--- src/acv_pkg.sv ---
package acv_pkg;

  // field widths
  localparam int ADC_W      = 16;
  localparam int TEMP_W     = 8;
  localparam int VEL_W      = 16;
  localparam int MODE_W     = 2;
  localparam int CFG_IDX_W  = 4;
  localparam int CFG_DATA_W = 16;

  // datapath widths
  localparam int FACT_W     = 18;  // K + T - 25
  localparam int PROD_W     = 35;  // signed product ahead of the division
  localparam int DEN_W      = 17;  // signed divisor
  localparam int NUM2_W     = 38;  // 2n + d after sign normalising
  localparam int DIV_NUM_W  = NUM2_W;
  localparam int DIV_DEN_W  = DEN_W + 1;
  localparam int QUO_W      = DIV_NUM_W + 1;
  localparam int DIV_CNT_W  = $clog2(DIV_NUM_W);
  localparam logic [DIV_CNT_W-1:0] DIV_LAST = DIV_CNT_W'(DIV_NUM_W - 1);

  // temperature limits
  localparam int TEMP_REF    = 25;
  localparam int TEMP_BYPASS = 50;

  // register map
  localparam logic [CFG_IDX_W-1:0] REG_TEMP_COEF = CFG_IDX_W'(0);
  localparam logic [CFG_IDX_W-1:0] REG_MODE      = CFG_IDX_W'(1);
  localparam logic [CFG_IDX_W-1:0] REG_ADC_PT0   = CFG_IDX_W'(2);
  localparam logic [CFG_IDX_W-1:0] REG_ADC_PT1   = CFG_IDX_W'(3);
  localparam logic [CFG_IDX_W-1:0] REG_ADC_PT2   = CFG_IDX_W'(4);
  localparam logic [CFG_IDX_W-1:0] REG_VEL_PT0   = CFG_IDX_W'(5);
  localparam logic [CFG_IDX_W-1:0] REG_VEL_PT1   = CFG_IDX_W'(6);
  localparam logic [CFG_IDX_W-1:0] REG_VEL_PT2   = CFG_IDX_W'(7);

  // calibration modes
  localparam logic [MODE_W-1:0] MODE_TWO_POINT   = MODE_W'(0);
  localparam logic [MODE_W-1:0] MODE_THREE_POINT = MODE_W'(1);

  typedef struct packed {
    logic capture;
    logic comp_load;
    logic vel_load;
    logic prep;
    logic div_start;
    logic comp_bypass;
    logic comp_from_div;
    logic comp_commit;
    logic vel_clear;
    logic vel_from_div;
    logic vel_commit;
    logic out_load;
  } acv_cmd_t;

  typedef struct packed {
    logic recomp;
    logic bypass;
    logic comp_same;
    logic seg_zero;
    logic div_done;
    logic out_free;
  } acv_status_t;

endpackage

--- src/acv_sample_if.sv ---
interface acv_sample_if;
  logic                             valid;
  logic                             ready;
  logic        [acv_pkg::ADC_W-1:0]  adc_sample;
  logic signed [acv_pkg::TEMP_W-1:0] temperature;

  modport source (output valid, adc_sample, temperature, input ready);
  modport sink (input valid, adc_sample, temperature, output ready);
endinterface

--- src/acv_result_if.sv ---
interface acv_result_if;
  logic                       valid;
  logic                       ready;
  logic [acv_pkg::VEL_W-1:0]  velocity_milli;
  logic [acv_pkg::ADC_W-1:0]  compensated_adc;
  logic                       adc_changed;
  logic                       velocity_changed;

  modport source (output valid, velocity_milli, compensated_adc, adc_changed,
                  velocity_changed, input ready);
  modport sink (input valid, velocity_milli, compensated_adc, adc_changed,
                velocity_changed, output ready);
endinterface

--- src/acv_cfg_if.sv ---
interface acv_cfg_if;
  logic                            valid;
  logic                            ready;
  logic [acv_pkg::CFG_IDX_W-1:0]   index;
  logic [acv_pkg::CFG_DATA_W-1:0]  data;

  modport source (output valid, index, data, input ready);
  modport sink (input valid, index, data, output ready);
endinterface

--- src/airflow_adc_to_velocity.sv ---
// airflow velocity from a temperature-compensated converter sample
//
// channels: sample takes adc_sample and temperature, result gives
// velocity_milli, compensated_adc, adc_changed and velocity_changed, cfg
// writes one of eight calibration registers (index, data) and is always ready
// one result goes out for every sample request, in order
// a request is worked on alone; sample.ready is low from acceptance until the
// result has been loaded into the output register
// paths: the result follows with no division when sample and temperature are
// unchanged, or when compensation is bypassed and the compensated value is
// unchanged; the compensation division alone runs when it gives the held value,
// and both divisions can run (compensation and interpolation), on the shared
// 1-bit-a-cycle restoring divider, 38 steps plus sign fix-up per division
// the result is held in an output register; a new sample is taken while the
// previous result still waits, but the next result only loads once the
// receiver has taken the old one, so a stall on result stops the block after
// one request
// reset (synchronous, active high) clears the configuration, held values,
// control state and output valid flag; cfg writes belong in idle periods only
module airflow_adc_to_velocity (
  input logic          clk,
  input logic          rst,
  acv_sample_if.sink   sample,
  acv_result_if.source result,
  acv_cfg_if.sink      cfg
);

  acv_pkg::acv_cmd_t    cmd;
  acv_pkg::acv_status_t status;

  // registers are plain flops, so writes never stall
  assign cfg.ready = 1'b1;

  // sequencer: walks compensation, compare, segment pick, interpolation
  acv_ctrl u_ctrl (
    .clk          (clk),
    .rst          (rst),
    .sample_valid (sample.valid),
    .sample_ready (sample.ready),
    .status       (status),
    .cmd          (cmd)
  );

  // held state, calibration registers, multiplier, divider and output stage
  acv_datapath u_datapath (
    .clk          (clk),
    .rst          (rst),
    .cmd          (cmd),
    .status       (status),
    .sample_adc   (sample.adc_sample),
    .sample_temp  (sample.temperature),
    .cfg_write    (cfg.valid),
    .cfg_index    (cfg.index),
    .cfg_data     (cfg.data),
    .out_ready    (result.ready),
    .out_valid    (result.valid),
    .out_velocity (result.velocity_milli),
    .out_comp     (result.compensated_adc),
    .out_adc_chg  (result.adc_changed),
    .out_vel_chg  (result.velocity_changed)
  );

endmodule

--- src/acv_divider.sv ---
module acv_divider (
  input  logic                                 clk,
  input  logic                                 rst,
  input  logic                                 start,
  input  logic                                 num_neg,
  input  logic        [acv_pkg::DIV_NUM_W-1:0] num_mag,
  input  logic        [acv_pkg::DIV_DEN_W-1:0] den,
  output logic                                 done,
  output logic signed [acv_pkg::QUO_W-1:0]     quotient
);

  logic                              busy;
  logic                              fix;
  logic [acv_pkg::DIV_CNT_W-1:0]     cnt;
  logic [acv_pkg::DIV_NUM_W-1:0]     quo;
  logic [acv_pkg::DIV_DEN_W-1:0]     rem;
  logic [acv_pkg::DIV_DEN_W-1:0]     den_reg;
  logic                              neg;
  logic [acv_pkg::DIV_DEN_W:0]       trial;
  logic [acv_pkg::DIV_DEN_W:0]       diff;
  logic                              step_bit;
  logic [acv_pkg::DIV_DEN_W-1:0]     step_rem;
  logic [acv_pkg::QUO_W-1:0]         q_up;

  // one restoring step per cycle
  assign trial    = {rem, quo[acv_pkg::DIV_NUM_W-1]};
  assign diff     = trial - {1'b0, den_reg};
  assign step_bit = (trial >= {1'b0, den_reg});
  assign step_rem = step_bit ? diff[acv_pkg::DIV_DEN_W-1:0]
                             : trial[acv_pkg::DIV_DEN_W-1:0];

  // floor for a negative numerator: round the magnitude quotient up
  assign q_up = {1'b0, quo} + acv_pkg::QUO_W'(rem != '0);

  always_ff @(posedge clk) begin
    if (rst) begin
      busy <= 1'b0;
      fix  <= 1'b0;
      done <= 1'b0;
      cnt  <= '0;
    end else begin
      done <= 1'b0;
      if (start) begin
        busy <= 1'b1;
        cnt  <= '0;
      end else if (busy) begin
        cnt <= cnt + 1'b1;
        if (cnt == acv_pkg::DIV_LAST) begin
          busy <= 1'b0;
          fix  <= 1'b1;
        end
      end else if (fix) begin
        fix  <= 1'b0;
        done <= 1'b1;
      end
    end
  end

  always_ff @(posedge clk) begin
    if (start) begin
      quo     <= num_mag;
      rem     <= '0;
      den_reg <= den;
      neg     <= num_neg;
    end else if (busy) begin
      quo <= {quo[acv_pkg::DIV_NUM_W-2:0], step_bit};
      rem <= step_rem;
    end else if (fix) begin
      quotient <= neg ? $signed(-q_up) : $signed({1'b0, quo});
    end
  end

endmodule

--- src/acv_datapath.sv ---
module acv_datapath (
  input  logic                              clk,
  input  logic                              rst,
  input  acv_pkg::acv_cmd_t                 cmd,
  output acv_pkg::acv_status_t              status,
  input  logic        [acv_pkg::ADC_W-1:0]  sample_adc,
  input  logic signed [acv_pkg::TEMP_W-1:0] sample_temp,
  input  logic                              cfg_write,
  input  logic [acv_pkg::CFG_IDX_W-1:0]     cfg_index,
  input  logic [acv_pkg::CFG_DATA_W-1:0]    cfg_data,
  input  logic                              out_ready,
  output logic                              out_valid,
  output logic [acv_pkg::VEL_W-1:0]         out_velocity,
  output logic [acv_pkg::ADC_W-1:0]         out_comp,
  output logic                              out_adc_chg,
  output logic                              out_vel_chg
);

  localparam int SAT_W = acv_pkg::QUO_W + 1;
  localparam logic signed [SAT_W-1:0] SAT_MAX = SAT_W'(65535);
  localparam logic signed [acv_pkg::TEMP_W-1:0] TEMP_LIMIT =
    acv_pkg::TEMP_W'(acv_pkg::TEMP_BYPASS);

  function automatic logic [15:0] sat16(input logic signed [SAT_W-1:0] v);
    logic [15:0] r;
    if (v[SAT_W-1]) r = '0;
    else if (v > SAT_MAX) r = '1;
    else r = v[15:0];
    return r;
  endfunction

  // configuration
  logic signed [15:0]                k_coef;
  logic [acv_pkg::MODE_W-1:0]        mode;
  logic [acv_pkg::ADC_W-1:0]         apt0, apt1, apt2;
  logic [acv_pkg::VEL_W-1:0]         vpt0, vpt1, vpt2;

  // held state
  logic [acv_pkg::ADC_W-1:0]         held_sample;
  logic [acv_pkg::TEMP_W-1:0]        held_temp;
  logic [acv_pkg::ADC_W-1:0]         held_comp;
  logic [acv_pkg::VEL_W-1:0]         held_vel;

  // per-request registers
  logic [acv_pkg::ADC_W-1:0]         adc_reg;
  logic signed [acv_pkg::TEMP_W-1:0] temp_reg;
  logic                              adc_chg;
  logic                              recomp;
  logic                              vel_chg;
  logic [acv_pkg::ADC_W-1:0]         comp_new;
  logic [acv_pkg::VEL_W-1:0]         vel_new;
  logic signed [acv_pkg::PROD_W-1:0] prod;
  logic signed [acv_pkg::DEN_W-1:0]  den;
  logic signed [acv_pkg::NUM2_W-1:0] n2;
  logic [acv_pkg::DIV_DEN_W-1:0]     d2;

  // combinational
  logic signed [acv_pkg::FACT_W-1:0] factor;
  logic signed [acv_pkg::PROD_W-1:0] comp_prod;
  logic                              seg2;
  logic [acv_pkg::ADC_W-1:0]         a_lo, a_hi;
  logic [acv_pkg::VEL_W-1:0]         v_lo, v_hi;
  logic signed [acv_pkg::DEN_W-1:0]  da, dc, dv;
  logic signed [acv_pkg::PROD_W-1:0] vel_prod;
  logic [acv_pkg::DEN_W-1:0]         dabs;
  logic signed [acv_pkg::NUM2_W-1:0] prod_x2;
  logic signed [acv_pkg::NUM2_W-1:0] dabs_ext;
  logic signed [acv_pkg::NUM2_W-1:0] n2_next;
  logic [acv_pkg::DIV_NUM_W-1:0]     num_mag;
  logic                              div_done;
  logic signed [acv_pkg::QUO_W-1:0]  quotient;
  logic signed [SAT_W-1:0]           vel_sum;
  logic                              mode_active;

  // compensation: adc * (K + T - 25) / K
  assign factor = acv_pkg::FACT_W'(k_coef) + acv_pkg::FACT_W'(temp_reg)
                - acv_pkg::FACT_W'(acv_pkg::TEMP_REF);
  assign comp_prod = acv_pkg::PROD_W'($signed({1'b0, adc_reg}))
                   * acv_pkg::PROD_W'(factor);

  // segment selection from the held compensated value
  assign mode_active = (mode == acv_pkg::MODE_TWO_POINT) ||
                       (mode == acv_pkg::MODE_THREE_POINT);
  assign seg2 = (mode == acv_pkg::MODE_THREE_POINT) && (held_comp > apt1);
  assign a_lo = seg2 ? apt1 : apt0;
  assign a_hi = seg2 ? apt2 : apt1;
  assign v_lo = seg2 ? vpt1 : vpt0;
  assign v_hi = seg2 ? vpt2 : vpt1;
  assign da   = $signed({1'b0, a_hi}) - $signed({1'b0, a_lo});
  assign dc   = $signed({1'b0, held_comp}) - $signed({1'b0, a_lo});
  assign dv   = $signed({1'b0, v_hi}) - $signed({1'b0, v_lo});
  assign vel_prod = acv_pkg::PROD_W'(dc) * acv_pkg::PROD_W'(dv);

  // round half up: floor((2n + d) / 2d) with d made positive
  assign dabs     = den[acv_pkg::DEN_W-1] ? acv_pkg::DEN_W'(-den) : acv_pkg::DEN_W'(den);
  assign prod_x2  = acv_pkg::NUM2_W'(prod) <<< 1;
  assign dabs_ext = $signed({{(acv_pkg::NUM2_W - acv_pkg::DEN_W){1'b0}}, dabs});
  assign n2_next  = den[acv_pkg::DEN_W-1] ? (dabs_ext - prod_x2) : (prod_x2 + dabs_ext);
  assign num_mag  = n2[acv_pkg::NUM2_W-1] ? acv_pkg::DIV_NUM_W'(-n2)
                                          : acv_pkg::DIV_NUM_W'(n2);

  assign vel_sum = SAT_W'($signed({1'b0, v_lo})) + SAT_W'(quotient);

  acv_divider u_div (
    .clk      (clk),
    .rst      (rst),
    .start    (cmd.div_start),
    .num_neg  (n2[acv_pkg::NUM2_W-1]),
    .num_mag  (num_mag),
    .den      (d2),
    .done     (div_done),
    .quotient (quotient)
  );

  always_comb begin
    status.recomp    = recomp;
    status.bypass    = (k_coef == '0) || (temp_reg > TEMP_LIMIT);
    status.comp_same = (comp_new == held_comp);
    status.seg_zero  = !mode_active || (held_comp <= apt0) || (da == '0);
    status.div_done  = div_done;
    status.out_free  = !out_valid || out_ready;
  end

  // configuration and held state
  always_ff @(posedge clk) begin
    if (rst) begin
      k_coef      <= '0;
      mode        <= '0;
      apt0        <= '0;
      apt1        <= '0;
      apt2        <= '0;
      vpt0        <= '0;
      vpt1        <= '0;
      vpt2        <= '0;
      held_sample <= '0;
      held_temp   <= '0;
      held_comp   <= '0;
      held_vel    <= '0;
      adc_chg     <= 1'b0;
      recomp      <= 1'b0;
      vel_chg     <= 1'b0;
      out_valid   <= 1'b0;
    end else begin
      if (cfg_write) begin
        case (cfg_index)
          acv_pkg::REG_TEMP_COEF: k_coef <= $signed(cfg_data);
          acv_pkg::REG_MODE:      mode   <= cfg_data[acv_pkg::MODE_W-1:0];
          acv_pkg::REG_ADC_PT0:   apt0   <= cfg_data;
          acv_pkg::REG_ADC_PT1:   apt1   <= cfg_data;
          acv_pkg::REG_ADC_PT2:   apt2   <= cfg_data;
          acv_pkg::REG_VEL_PT0:   vpt0   <= cfg_data;
          acv_pkg::REG_VEL_PT1:   vpt1   <= cfg_data;
          acv_pkg::REG_VEL_PT2:   vpt2   <= cfg_data;
          default: ;
        endcase
      end
      if (cmd.capture) begin
        adc_chg     <= (sample_adc != held_sample);
        recomp      <= (sample_adc != held_sample) ||
                       (acv_pkg::TEMP_W'(sample_temp) != held_temp);
        vel_chg     <= 1'b0;
        held_sample <= sample_adc;
        held_temp   <= acv_pkg::TEMP_W'(sample_temp);
      end
      if (cmd.comp_commit) held_comp <= comp_new;
      if (cmd.vel_commit && (vel_new != held_vel)) begin
        held_vel <= vel_new;
        vel_chg  <= 1'b1;
      end
      if (cmd.out_load) out_valid <= 1'b1;
      else if (out_ready) out_valid <= 1'b0;
    end
  end

  // working registers
  always_ff @(posedge clk) begin
    if (cmd.capture) begin
      adc_reg  <= sample_adc;
      temp_reg <= sample_temp;
    end
    if (cmd.comp_load) begin
      prod <= comp_prod;
      den  <= acv_pkg::DEN_W'(k_coef);
    end else if (cmd.vel_load) begin
      prod <= vel_prod;
      den  <= da;
    end
    if (cmd.prep) begin
      n2 <= n2_next;
      d2 <= {dabs, 1'b0};
    end
    if (cmd.comp_bypass) comp_new <= adc_reg;
    else if (cmd.comp_from_div) comp_new <= sat16(SAT_W'(quotient));
    if (cmd.vel_clear) vel_new <= '0;
    else if (cmd.vel_from_div) vel_new <= sat16(vel_sum);
    if (cmd.out_load) begin
      out_velocity <= held_vel;
      out_comp     <= held_comp;
      out_adc_chg  <= adc_chg;
      out_vel_chg  <= vel_chg;
    end
  end

endmodule

--- src/acv_ctrl.sv ---
module acv_ctrl (
  input  logic                  clk,
  input  logic                  rst,
  input  logic                  sample_valid,
  output logic                  sample_ready,
  input  acv_pkg::acv_status_t  status,
  output acv_pkg::acv_cmd_t     cmd
);

  typedef enum logic [3:0] {
    ST_IDLE,
    ST_CHECK,
    ST_COMP_PREP,
    ST_COMP_START,
    ST_COMP_WAIT,
    ST_COMPARE,
    ST_SEG,
    ST_VEL_PREP,
    ST_VEL_START,
    ST_VEL_WAIT,
    ST_VEL_UPD,
    ST_DONE
  } state_t;

  state_t state, state_next;

  always_comb begin
    state_next = state;
    cmd        = '0;
    case (state)
      ST_IDLE: begin
        if (sample_valid && sample_ready) begin
          cmd.capture = 1'b1;
          state_next  = ST_CHECK;
        end
      end
      ST_CHECK: begin
        if (!status.recomp) begin
          state_next = ST_DONE;
        end else if (status.bypass) begin
          cmd.comp_bypass = 1'b1;
          state_next      = ST_COMPARE;
        end else begin
          cmd.comp_load = 1'b1;
          state_next    = ST_COMP_PREP;
        end
      end
      ST_COMP_PREP: begin
        cmd.prep   = 1'b1;
        state_next = ST_COMP_START;
      end
      ST_COMP_START: begin
        cmd.div_start = 1'b1;
        state_next    = ST_COMP_WAIT;
      end
      ST_COMP_WAIT: begin
        if (status.div_done) begin
          cmd.comp_from_div = 1'b1;
          state_next        = ST_COMPARE;
        end
      end
      ST_COMPARE: begin
        if (status.comp_same) begin
          state_next = ST_DONE;
        end else begin
          cmd.comp_commit = 1'b1;
          state_next      = ST_SEG;
        end
      end
      ST_SEG: begin
        if (status.seg_zero) begin
          cmd.vel_clear = 1'b1;
          state_next    = ST_VEL_UPD;
        end else begin
          cmd.vel_load = 1'b1;
          state_next   = ST_VEL_PREP;
        end
      end
      ST_VEL_PREP: begin
        cmd.prep   = 1'b1;
        state_next = ST_VEL_START;
      end
      ST_VEL_START: begin
        cmd.div_start = 1'b1;
        state_next    = ST_VEL_WAIT;
      end
      ST_VEL_WAIT: begin
        if (status.div_done) begin
          cmd.vel_from_div = 1'b1;
          state_next       = ST_VEL_UPD;
        end
      end
      ST_VEL_UPD: begin
        cmd.vel_commit = 1'b1;
        state_next     = ST_DONE;
      end
      ST_DONE: begin
        if (status.out_free) begin
          cmd.out_load = 1'b1;
          state_next   = ST_IDLE;
        end
      end
      default: state_next = ST_IDLE;
    endcase
  end

  always_ff @(posedge clk) begin
    if (rst) begin
      state        <= ST_IDLE;
      sample_ready <= 1'b1;
    end else begin
      state        <= state_next;
      sample_ready <= (state_next == ST_IDLE);
    end
  end

endmodule

--- src/flat_wrapper.sv ---
// flat-port wrapper written by rule: the top's interface ports become plain ports
module airflow_adc_to_velocity_flat 
  (clk, rst, sample_valid, sample_adc_sample, sample_temperature, sample_ready, result_valid, result_velocity_milli, result_compensated_adc, result_adc_changed, result_velocity_changed, result_ready, cfg_valid, cfg_index, cfg_data, cfg_ready);
  acv_sample_if sample_i ();
  acv_result_if result_i ();
  acv_cfg_if cfg_i ();
  input logic clk;
  input logic rst;
  input wire logic [$bits(sample_i.valid)-1:0] sample_valid;
  input wire logic [$bits(sample_i.adc_sample)-1:0] sample_adc_sample;
  input wire logic [$bits(sample_i.temperature)-1:0] sample_temperature;
  output wire logic [$bits(sample_i.ready)-1:0] sample_ready;
  output wire logic [$bits(result_i.valid)-1:0] result_valid;
  output wire logic [$bits(result_i.velocity_milli)-1:0] result_velocity_milli;
  output wire logic [$bits(result_i.compensated_adc)-1:0] result_compensated_adc;
  output wire logic [$bits(result_i.adc_changed)-1:0] result_adc_changed;
  output wire logic [$bits(result_i.velocity_changed)-1:0] result_velocity_changed;
  input wire logic [$bits(result_i.ready)-1:0] result_ready;
  input wire logic [$bits(cfg_i.valid)-1:0] cfg_valid;
  input wire logic [$bits(cfg_i.index)-1:0] cfg_index;
  input wire logic [$bits(cfg_i.data)-1:0] cfg_data;
  output wire logic [$bits(cfg_i.ready)-1:0] cfg_ready;
  assign sample_i.valid = sample_valid;
  assign sample_i.adc_sample = sample_adc_sample;
  assign sample_i.temperature = sample_temperature;
  assign sample_ready = sample_i.ready;
  assign result_valid = result_i.valid;
  assign result_velocity_milli = result_i.velocity_milli;
  assign result_compensated_adc = result_i.compensated_adc;
  assign result_adc_changed = result_i.adc_changed;
  assign result_velocity_changed = result_i.velocity_changed;
  assign result_i.ready = result_ready;
  assign cfg_i.valid = cfg_valid;
  assign cfg_i.index = cfg_index;
  assign cfg_i.data = cfg_data;
  assign cfg_ready = cfg_i.ready;
  airflow_adc_to_velocity u_core (.clk(clk), .rst(rst), .sample(sample_i), .result(result_i), .cfg(cfg_i));
endmodule
--- config.mk ---
export PLATFORM = sky130hd
export DESIGN_NAME = airflow_adc_to_velocity_flat
export DESIGN_NICKNAME = d
export VERILOG_FILES = /design/src/acv_pkg.sv /design/src/acv_sample_if.sv /design/src/acv_result_if.sv /design/src/acv_cfg_if.sv /design/src/airflow_adc_to_velocity.sv /design/src/acv_divider.sv /design/src/acv_datapath.sv /design/src/acv_ctrl.sv /design/src/flat_wrapper.sv
export SDC_FILE = /design/constraint.sdc
export NUM_CORES = 2
export LEC_CHECK = 0
export BUFFER_PORTS_ARGS = -buffer_cell sky130_fd_sc_hd__buf_2
export CAP_MARGIN = 20
export CELL_PAD_IN_SITES_DETAIL_PLACEMENT = 0
export CELL_PAD_IN_SITES_GLOBAL_PLACEMENT = 1
export CORE_AREA = 10 10 404 406
export CTS_CLUSTER_SIZE = 30
export DETAILED_ROUTE_END_ITERATION = 10
export DIE_AREA = 0 0 414 416
export GPL_TIMING_DRIVEN = 0
export HOLD_SLACK_MARGIN = 0.12
export PLACE_DENSITY_LB_ADDON = 0.15
export SETUP_SLACK_MARGIN = 0.2
export SYNTH_ARGS = -nofsm -noshare
export SYNTH_HDL_FRONTEND = slang
export SYNTH_HIERARCHICAL = 1
export SYNTH_SLANG_ARGS = --single-unit
export TNS_END_PERCENT = 5
--- constraint.sdc ---
create_clock -name clk -period 27.4 [get_ports clk]
set_input_delay 5.48 -clock clk [delete_from_list [all_inputs] [get_ports clk]]
set_output_delay 5.48 -clock clk [all_outputs]
set_load 0.02 [all_outputs]
==> results_dict.tcl <==
set metrics [dict create \
    status "finished clean" \
    required_ns 27.72 \
    start_util_pct 34.7 \
    largest_reg_flops 39 \
    numCtsBuffers 66 \
    antenna_found_initial 9 \
    synth-edff-count 275 \
    fin_crit_sh_pct 53.1 \
    post-synth-top-area-cell "fa_1" \
    io_pins 86 \
    fp.dieH_um 416 \
    clock_sinks 497 \
    clkTransAtPathRegs_ns 0.05 \
    drv_cap 0 \
    critPathTopFamily "compound AO/OA/AOI/OAI gates" \
    path_buf_inv 9 \
    drcViolationCount 0 \
    critPathKind "flop to flop" \
    worst_pin_slew_ns 1.34 \
    grt_overflow_total 0 \
    viasPerCell 5.17 \
    dieArea_mm2 0.172 \
    yosysWarnings 6 \
    grt_use_total_pct 21.0 \
    row_count 145 \
    cp-end-kind "flop" \
    drv_slew 0 \
    start_kind "flop" \
    cp_max_fo 10 \
    netlist_area_mm2 0.0539 \
    async_flop_share_pct 0 \
    coreArea_mm2 0.155 \
    synth-main-ff-cell "edfxtp_1" \
    cts_hold_buffers 0 \
    hold_viol_final 0 \
    netlist.area_leader.share_pct 22.2 \
    portBuffers 80 \
    wl_per_cell_um 22.2 \
    cts_buffer_depth 3 \
    synth_area_leaders "fa_1 22%, edfxtp_1 15%, ha_1 8.8%, dfxtp_1 8.2%, inv_1 6.0%" \
    crit_top_cell "o21ai_0" \
    critPathMaxStageDelay_ns 0.76 \
    clock-root-buffer "clkbuf_16" \
    nets 7127 \
    cts_htree_levels 3 \
    tritoncts "done" \
    finalNonFillerCells 8211 \
    setup_viol_count_final 0 \
    ant_nets 0 \
    dp_hpwl_mm 150 \
    dp_cells 8085 \
    synthCells 5918 \
    fin_crit_ns 14.54 \
    first_iter_violations 2958 \
    avgSynthCellArea_um2 9.10 \
    hp-class "flop to flop" \
    drt_pass1_iterations 5 \
    area_delta_synth_final_pct 10.4 \
    clock_latency_ns 0.65 \
    die_x_um 414 \
    reg_top3 "u_core/u_datapath/u_div/quotient: 39 flops, u_core/u_datapath/u_div/quo: 38 flops, u_core/u_datapath/n2: 37 flops" \
    grt_max_degree 53 \
    fmax_mhz 68.8 \
    grt_pass1_vias 43100 \
    grt_pass1_wl_mm 277 \
    fillers 16100 \
    gp_congestion 0.876 \
    rsz0062_at_grt "no" \
    critical_path_arrival_ns 14.87 \
    fin_skew_ns 0.0506 \
    synth_seq_cells 497 \
    drive_gt1_share_pct 6.58 \
    synth.distinct_cells 120 \
    seq_area_frac_synth_pct 23.6 \
    post_cts_resized 0 \
    tns_ns 0 \
    vias 42400 \
    wirelength_mm 182 \
    slew_headroom_pct 10.0 \
    cpMaxStageDelayCell "xnor2_2" \
    top_register "u_core/u_datapath/u_div/quotient" \
    post_cts_buffers 0 \
]
==> through the flow <==
| step | util, % | instance area (um^2) | setup slack, ns | hold slack (ns) |
|---|---|---|---|---|
| floorplan | - | 53900 | 16.17 | 0.400 |
| global placement | 36.6 | 56800 | 11.88 | 0.405 |
| detailed placement | 36.9 | 57300 | 12.92 | 0.405 |
| CTS | 38.2 | 59400 | 12.88 | 0.418 |
| global route | 38.3 | 59500 | 11.94 | 0.428 |
| finish | 38.3 | 59500 | 12.86 | 0.416 |
==> cell families (layout without fill, tap and decap cells) <==
kind of cell,Yosys count,count (layout),synth area share (%)
other,2,5,0.0139
xor gates and xnor gates,354,354,5.78
buffers and inverters,1114,1346,7.98
DFF,497,497,23.6
and+or+nand+nor,1809,1809,16.0
muxes,234,234,4.48
AOI/OAI and AO/OA,931,931,11.1
adders and majority gates,977,977,31.0
==> cell type report <==
| type | count | area, um^2 | share of cell area [%] |
|---|---|---|---|
| Antenna cell | 2 | 5.00 | 0.00842 |
| Buffer | 249 | 1050 | 1.77 |
| Clock buffer | 86 | 1810 | 3.04 |
| Clock inverter | 32 | 307 | 0.516 |
| Inverter | 865 | 3250 | 5.46 |
| Multi-Input combinational cell | 4308 | 37000 | 62.2 |
| Sequential cell | 497 | 12700 | 21.4 |
| Tap cell | 2058 | 2570 | 4.33 |
| Timing Repair Buffer | 114 | 800 | 1.34 |
==> worst paths after layout <==
kind              slack, ns                                 end                            from  depth (start not counted)
setup / recovery      12.86          u_core/u_datapath/prod[27]  u_core/u_datapath/held_comp[1]                         47
hold reg to reg        0.42  u_core/u_datapath/u_div/den_reg[6]         u_core/u_datapath/d2[6]                          0
setup reg to reg      12.86          u_core/u_datapath/prod[27]  u_core/u_datapath/held_comp[1]                         47
hold / removal         0.42  u_core/u_datapath/u_div/den_reg[6]         u_core/u_datapath/d2[6]                          0
==> synthesized netlist by cell type, types with 25 or more instances <==
master    instances
nand2b_1         68
o21bai_1         25
nor3_1           78
and2_1          133
o21a_1           26
a211oi_1         31
mux2_2           56
dfxtp_1         222
nand4_1          59
or2_2            29
xor2_1          117
ha_1            380
fa_1            597
or3_1            51
nand3_1          71
a21oi_1         258
o31ai_1          44
a21o_1           81
inv_1           863
nor2_1          436
nor2b_1          47
edfxtp_1        275
mux2i_1         178
xnor2_1         235
and3_1           34
clkbuf_1        204
nor4_1           31
a31oi_1          60
nand2_1         678
o21ai_0         214
==> per-layer routing <==
| layer | part of all wire (%) | wire, um | vias to the layer above | GRT usage [%] |
|---|---|---|---|---|
| met1 | 46 | 83100 | 21200 | 28.9 |
| li1 | - | - | 20000 | - |
| met4 | 2.3 | 4210 | 6 | 4.79 |
| met5 | 0.025 | 45 | - | 0 |
| met3 | 5.0 | 9180 | 188 | 2.68 |
| met2 | 47 | 85700 | 1054 | 35.0 |
==> placed cells by master (no fill, tap or decap), types with 132 or more instances in the layout <==
cell type	n
and2_1	132
mux2i_1	178
fa_1	597
edfxtp_1	275
xnor2_1	229
ha_1	380
nor2_1	435
nand2_1	678
o21ai_0	214
clkbuf_1	218
a21oi_1	257
inv_1	862
dfxtp_1	222
Power is not shown: default switching activity piles up to over one toggle a cycle in this logic, so the estimate is an artifact.
